--- src/sv/sss_pkg.sv ---
// ----------------------------------------------------------------------------
// sss_pkg
// Shared command and status types for the sorted set search/insert block.
// ----------------------------------------------------------------------------
package sss_pkg;

	typedef struct packed {
		logic load;
		logic probe_rd;
		logic probe_upd;
		logic shift_step;
		logic insert;
		logic out_load;
	} sss_cmd_t;

	typedef struct packed {
		logic search_done;
		logic found;
		logic full;
		logic shift_done;
		logic out_free;
	} sss_status_t;

endpackage

--- src/sv/sss_ctrl.sv ---
// ----------------------------------------------------------------------------
// sss_ctrl
// Controller: sequences search probes, the shift-up pass, insert and result.
// ----------------------------------------------------------------------------
module sss_ctrl import sss_pkg::*; (
	input  logic        clk,
	input  logic        arst_n,
	input  logic        in_valid,
	output logic        in_ready,
	input  sss_status_t status,
	output sss_cmd_t    cmd
);

	typedef enum logic [6:0] {
		ST_IDLE      = 7'b0000001,
		ST_PROBE_RD  = 7'b0000010,
		ST_PROBE_CMP = 7'b0000100,
		ST_SHIFT     = 7'b0001000,
		ST_INSERT    = 7'b0010000,
		ST_RESULT    = 7'b0100000,
		ST_SPARE     = 7'b1000000
	} state_t;

	state_t state_q, state_d;

	always_comb begin
		state_d  = state_q;
		cmd      = '0;
		in_ready = 1'b0;
		case (state_q)
			ST_IDLE: begin
				in_ready = 1'b1;
				if (in_valid) begin
					cmd.load = 1'b1;
					state_d  = ST_PROBE_RD;
				end
			end
			ST_PROBE_RD: begin
				if (status.search_done) begin
					if (status.found || status.full) begin
						state_d = ST_RESULT;
					end else begin
						state_d = ST_SHIFT;
					end
				end else begin
					cmd.probe_rd = 1'b1;
					state_d      = ST_PROBE_CMP;
				end
			end
			ST_PROBE_CMP: begin
				cmd.probe_upd = 1'b1;
				state_d       = ST_PROBE_RD;
			end
			ST_SHIFT: begin
				cmd.shift_step = 1'b1;
				if (status.shift_done) begin
					state_d = ST_INSERT;
				end
			end
			ST_INSERT: begin
				cmd.insert = 1'b1;
				state_d    = ST_RESULT;
			end
			ST_RESULT: begin
				if (status.out_free) begin
					cmd.out_load = 1'b1;
					state_d      = ST_IDLE;
				end
			end
			default: begin
				state_d = ST_IDLE;
			end
		endcase
	end

	always_ff @(posedge clk or negedge arst_n) begin
		if (!arst_n) begin
			state_q <= ST_IDLE;
		end else begin
			state_q <= state_d;
		end
	end

`ifndef SYNTHESIS
	a_onehot: assert property (@(posedge clk) disable iff (!arst_n)
		$onehot(state_q)) else $error("state not one-hot");
	a_single_cmd: assert property (@(posedge clk) disable iff (!arst_n)
		$onehot0(cmd)) else $error("more than one command");
	a_cmp_after_rd: assert property (@(posedge clk) disable iff (!arst_n)
		cmd.probe_rd |=> cmd.probe_upd) else $error("probe read without compare");
`endif

endmodule

--- config.mk ---
export PLATFORM = sky130hd
export DESIGN_NAME = sss_ctrl
export DESIGN_NICKNAME = d
export VERILOG_FILES = /design/src/sv/sss_pkg.sv /design/src/sv/sss_ctrl.sv
export SDC_FILE = /design/constraint.sdc
export NUM_CORES = 1
export LEC_CHECK = 0
export ABC_AREA = 1
export BUFFER_PORTS_ARGS = -buffer_cell sky130_fd_sc_hd__buf_2
export CAP_MARGIN = 40
export CELL_PAD_IN_SITES_DETAIL_PLACEMENT = 1
export CELL_PAD_IN_SITES_GLOBAL_PLACEMENT = 2
export CORE_AREA = 2 2 44 46
export CTS_CLUSTER_SIZE = 40
export DETAILED_ROUTE_END_ITERATION = 16
export DIE_AREA = 0 0 46 48
export PLACE_DENSITY = 0.77
export REMOVE_ABC_BUFFERS = 1
export SLEW_MARGIN = 20
export SYNTH_ARGS = -nofsm -noshare
export SYNTH_HDL_FRONTEND = slang
export SYNTH_SLANG_ARGS = --single-unit
--- constraint.sdc ---
create_clock -name clk -period 3.9 [get_ports clk]
set_clock_uncertainty 0.15 [all_clocks]
set_input_delay 0.39 -clock clk [delete_from_list [all_inputs] [get_ports clk]]
set_output_delay 0.39 -clock clk [all_outputs]
set_load 0.01 [all_outputs]
### Word level (Yosys, flattened, before mapping)

Cells that the tools add are included.

* flip-flop bits (word level): 7
* latch bits: 0
* bits in writable memories: 0
* ROM bits: 0
* bits of input ports: 8
* output and inout bits: 7
* logic and storage cells: 28
* memories kept: 0

* $add $sub $neg: 0
* multiply operators: 0
* div/mod/pow operators: 0
* order comparisons: 0
* equal/unequal tests: 9
* shifts and indexed selects: 0
* muxes and demuxes: 16
* bitwise gates (word level): 0
* reduce and logical (&&, ||, !) cells: 2

Operators with widths (count)
* $pmux W7 S6: 1
* $mux W7: 3
* $mux W6: 2
* $mux W1: 10
* $eq A7 B1 Y1 const B: 1
* $eq A7 B2 Y1 const B: 1
* $eq A7 B3 Y1 const B: 1
* $eq A7 B4 Y1 const B: 1
* $eq A7 B5 Y1 const B: 1
* $eq A7 B6 Y1 const B: 1
* $ne A2 B2 Y1 const B: 3
* $reduce_and A3 Y1: 1
* $logic_or A1 B1 Y1: 1

### Longest topological paths before layout

* depth in word-level cells: 4
* depth in mapped cells: 7
* gate-level depth less buffers: 7

### Worst setup path after synthesis

Ideal clock, no wire load.

* path type: reg-to-output
* start: register state_q[0]
* end: output port cmd[5] in the netlist's numbering
* arrival time: 0.971 ns
* data required time: 3.360 ns
* slack: 2.389 ns
* cell stages (with the launch flop): 5
* buffers on the path: 0
* path through: dfstp_2 -> inv_1 -> nor2_1 -> nand3_1 -> nor2_1

RTL lines
* start: declaration: RTL line sss_ctrl.sv:24 `state_t state_q, state_d;`
* start signal: assignment: RTL line sss_ctrl.sv:80 `state_q <= state_d;`
* end: declaration: RTL line sss_ctrl.sv:11 `output sss_cmd_t cmd`

==> run summary <==
The run finished with clean final reports. The static power due to leakage came out at 0.305 nW. The area growth from synthesis to layout is 31.2%. The area share of the largest cell type after synthesis is 0.325. For this design the ratio of total power to cell area is 582 nW/um^2. The critical path arrival is 1.32 ns.

sky130_fd_sc_hd__dfrtp_1 takes more of the synthesized area than any other cell. The number of pins with negative max-slew slack in the final report came out at 0. TritonCTS built the clock tree. The startpoint of the lowest-slack register-to-register path is state_q[0]$_DFFE_PN1P_. The clock passes through at most 2 buffers. For this design the top-level I/O count stands at 15. After filler insertion, the fill cell instance count of the layout stands at 220. The final critical-path required period came out at 1.86 ns. For this run, the number of Yosys warnings is 0.

The accumulated negative setup slack came out at 0 ns. The fraction of final layout cells with drive strength greater than 1 is 0.324. The via count of the first global-routing pass came to 371.

Cell internal power was estimated by the tool at 0.169 mW. The number of nets with antenna violations after detailed routing is 0. The DRC violation count after routing is 0. The final layout contains 83 nets. The number of rows in the core area is 15. After legalization and detailed placement, the total HPWL measured 775 microns. The residual overflow from global routing is 0. The critical path endpoint is cmd[5].

During placement, the flow inserted port buffers numbering 14. The share of total power dissipated in combinational logic is 0.459. The count of instances resized after the clock tree is built is 0.

Buffers added to address setup during post-CTS repair amount to 0. The area of the core region is 1690 sq um. The clock share of power came out at 0.217. Headroom to the max-slew limit came out at 0.825. The number of cell instances on the worst register-to-register path came out at 7. After synthesis, the cell types taking the most area are sky130_fd_sc_hd__dfrtp_1 (32%), sky130_fd_sc_hd__nor2_1 (16%), sky130_fd_sc_hd__inv_1 (12%). At the worst endpoint, the required time is 3.36 ns. The register-to-register setup slack is 2.52 ns. Once layout is complete, the utilization of the core stands at 0.299.

The worst setup path is launched from a register. After clock tree synthesis, the clock-pin slew on the worst setup and hold paths is 0.05 ns. The synthesized netlist occupies a cell area of 385 sq um. The total wirelength of the detailed-routed design is 953 microns.

The total net switching power is 0.125 mW. Of the total power, the share spent switching nets is 0.426. The violation count after the first detailed-routing iteration is 5. The number of synthesized register bits is 6. The number of CTS-inserted buffers came out at 3.

The register with the highest flop count is state_q. The largest registers in the layout are state_q: 6 flops. The number of failing hold endpoints at the final stage came out at 0.

The initial cell density of the core is 0.228. The average wire length per cell after detail routing came out at 10.5 microns. The critical path start-end classification is reg2out. Summing all multi-input logic gate instances after layout gives 181 sq um. The latest clock arrival within the worst-skew pair is 0.24 ns. The floorplan step defined a die boundary enclosing 2210 sq um. Setup violations remaining at the end of the flow were counted as 0.

The deepest level of the CTS H-tree is 1. The worst setup path is captured at an output pin. The floorplan step set the die height to 48 microns. The tightest min-delay check is of the in2reg type. The largest net degree at the start of global routing came out at 7. The cell count after synthesis came out at 56. The relative contribution of sequential cells to total power came out at 0.324. The flip-flop count of the largest register after layout came out at 6. The count of vias placed by the detailed router is 398. The number of max-cap violations came out at 0. The launch point of the critical path is state_q[0]$_DFFE_PN1P_.

The endpoint identified for the worst register-to-register timing path is state_q[4]$_DFFE_PN0P_. The CTS sink count came out at 6. The aggregate global-route resource usage is 0.104. The congestion estimate from routability-driven global placement came to 0.713.

The top achievable clock speed came out at 538 MHz. The number of antenna diodes came out at 0. Along the worst path, the maximum fanout reaches 3.

The sequential element share of the synthesized area came out at 0.393. The wire length of the first global-routing pass came out at 1520 microns. The number of vias per cell after detailed routing is 4.37.

Counting distinct cell types in the post-synthesis netlist gives 14. The number of iterations in the first detailed-routing pass came out at 4. Registers take 151 sq um. The die is 46 microns wide. The worst ir drop on vdd is 0.147 mV. At the pin with the least slew margin, the transition time is 0.262 ns. Of the available clock period, the critical path in the final layout requires 0.477. Setup repair after global routing left no endpoint under its margin. Buffers inserted to repair hold after CTS numbered 1. The cell sitting at the root of the clock tree is a sky130_fd_sc_hd__clkbuf_4. The initial antenna violation count came out at 0. A synthesized cell averages 6.88 sq um.
-- layout make-up --
class,instances,area share
clock buffer,4,0.0520
inverter,12,0.0891
multi-input combinational,37,0.359
sequential,6,0.300
tap,17,0.0421
timing repair buffer,15,0.158
-- kinds of logic after synthesis --
kind of cell / after synthesis / share of synthesized area
AO/OA/AOI/OAI: 4 / 0.0714
AND/OR/NAND/NOR: 33 / 0.399
buffers and inverters: 13 / 0.136
flip-flops: 6 / 0.393
-- power by group through the flow --
stage	Sequential, mW	Clock, mW	Combinational [mW]
floorplan	0.0934	0	0.0985
global route	0.0987	0.0681	0.155
detailed placement	0.0964	0	0.137
global placement	0.0947	0	0.135
finish	0.0952	0.0639	0.135
CTS	0.0955	0.0643	0.139
-- metrics by stage --
| stage | setup WS, ns | power, mW | hold WS (ns) | area [sq um] | cells |
|---|---|---|---|---|---|
| finish | 2.04 | 0.294 | 0.197 | 505 | 91 |
| global route | 1.92 | 0.321 | 0.205 | 505 | 91 |
| CTS | 2.03 | 0.298 | 0.193 | 505 | 91 |
| detailed placement | 2.29 | 0.233 | 0.0671 | 469 | 86 |
| global placement | 2.32 | 0.230 | 0.0650 | 469 | 86 |
| floorplan | 2.39 | 0.192 | -0.0556 | 378 | 55 |
-- cell usage after synthesis --
| cell | count |
|---|---|
| sky130_fd_sc_hd__nand4_1 | 2 |
| sky130_fd_sc_hd__o211ai_1 | 1 |
| sky130_fd_sc_hd__o21ai_2 | 1 |
| sky130_fd_sc_hd__o21ai_0 | 1 |
| sky130_fd_sc_hd__nand3_1 | 4 |
| sky130_fd_sc_hd__dfrtp_1 | 5 |
| sky130_fd_sc_hd__o22ai_1 | 1 |
| sky130_fd_sc_hd__nand3_2 | 2 |
| sky130_fd_sc_hd__buf_4 | 1 |
| sky130_fd_sc_hd__nor2_2 | 3 |
| sky130_fd_sc_hd__nor2_1 | 16 |
| sky130_fd_sc_hd__dfstp_2 | 1 |
| sky130_fd_sc_hd__nand2_1 | 6 |
| sky130_fd_sc_hd__inv_1 | 12 |
-- layout by cell type, fill, tap and decap left out --
| cell | count |
|---|---|
| sky130_fd_sc_hd__clkbuf_1 | 1 |
| sky130_fd_sc_hd__o211ai_1 | 1 |
| sky130_fd_sc_hd__nor2_2 | 3 |
| sky130_fd_sc_hd__nand3_1 | 4 |
| sky130_fd_sc_hd__clkbuf_4 | 3 |
| sky130_fd_sc_hd__dlygate4sd3_1 | 1 |
| sky130_fd_sc_hd__dfrtp_1 | 5 |
| sky130_fd_sc_hd__o22ai_1 | 1 |
| sky130_fd_sc_hd__nand3_2 | 2 |
| sky130_fd_sc_hd__inv_1 | 12 |
| sky130_fd_sc_hd__buf_2 | 14 |
| sky130_fd_sc_hd__dfstp_2 | 1 |
| sky130_fd_sc_hd__o21ai_0 | 1 |
| sky130_fd_sc_hd__nand2_1 | 6 |
| sky130_fd_sc_hd__nand4_1 | 2 |
| sky130_fd_sc_hd__nor2_1 | 16 |
| sky130_fd_sc_hd__o21ai_2 | 1 |
-- worst max-delay path, stage by stage (launching register included) --
cell	delay (ns)
sky130_fd_sc_hd__dfstp_2	0.54
sky130_fd_sc_hd__inv_1	0.04
sky130_fd_sc_hd__nor2_1	0.12
sky130_fd_sc_hd__nand3_1	0.14
sky130_fd_sc_hd__nor2_1	0.11
sky130_fd_sc_hd__buf_2	0.13
-- metal layers --
metal	vias to the layer above	share of wire	GRT usage
li1	206	-	-
met1	172	0.45	0.120
met2	16	0.48	0.164
met3	4	0.052	0.0226
met4	0	0.022	0.0857
met5	-	0	0
-- how the worst min path moves through the flow --
stage                     startpoint  slack, ns                endpoint  cells after the start
final                      status[4]       0.20  state_q[2]$_DFFE_PN0P_                      2
after global routing       status[4]       0.20  state_q[2]$_DFFE_PN0P_                      2
after CTS                  status[4]       0.19  state_q[2]$_DFFE_PN0P_                      2
after detailed placement      arst_n       0.07  state_q[1]$_DFFE_PN0P_                      1
after global placement        arst_n       0.07  state_q[1]$_DFFE_PN0P_                      1
after floorplan               arst_n      -0.06  state_q[1]$_DFFE_PN0P_                      0
(Power assumes the default switching activity.)
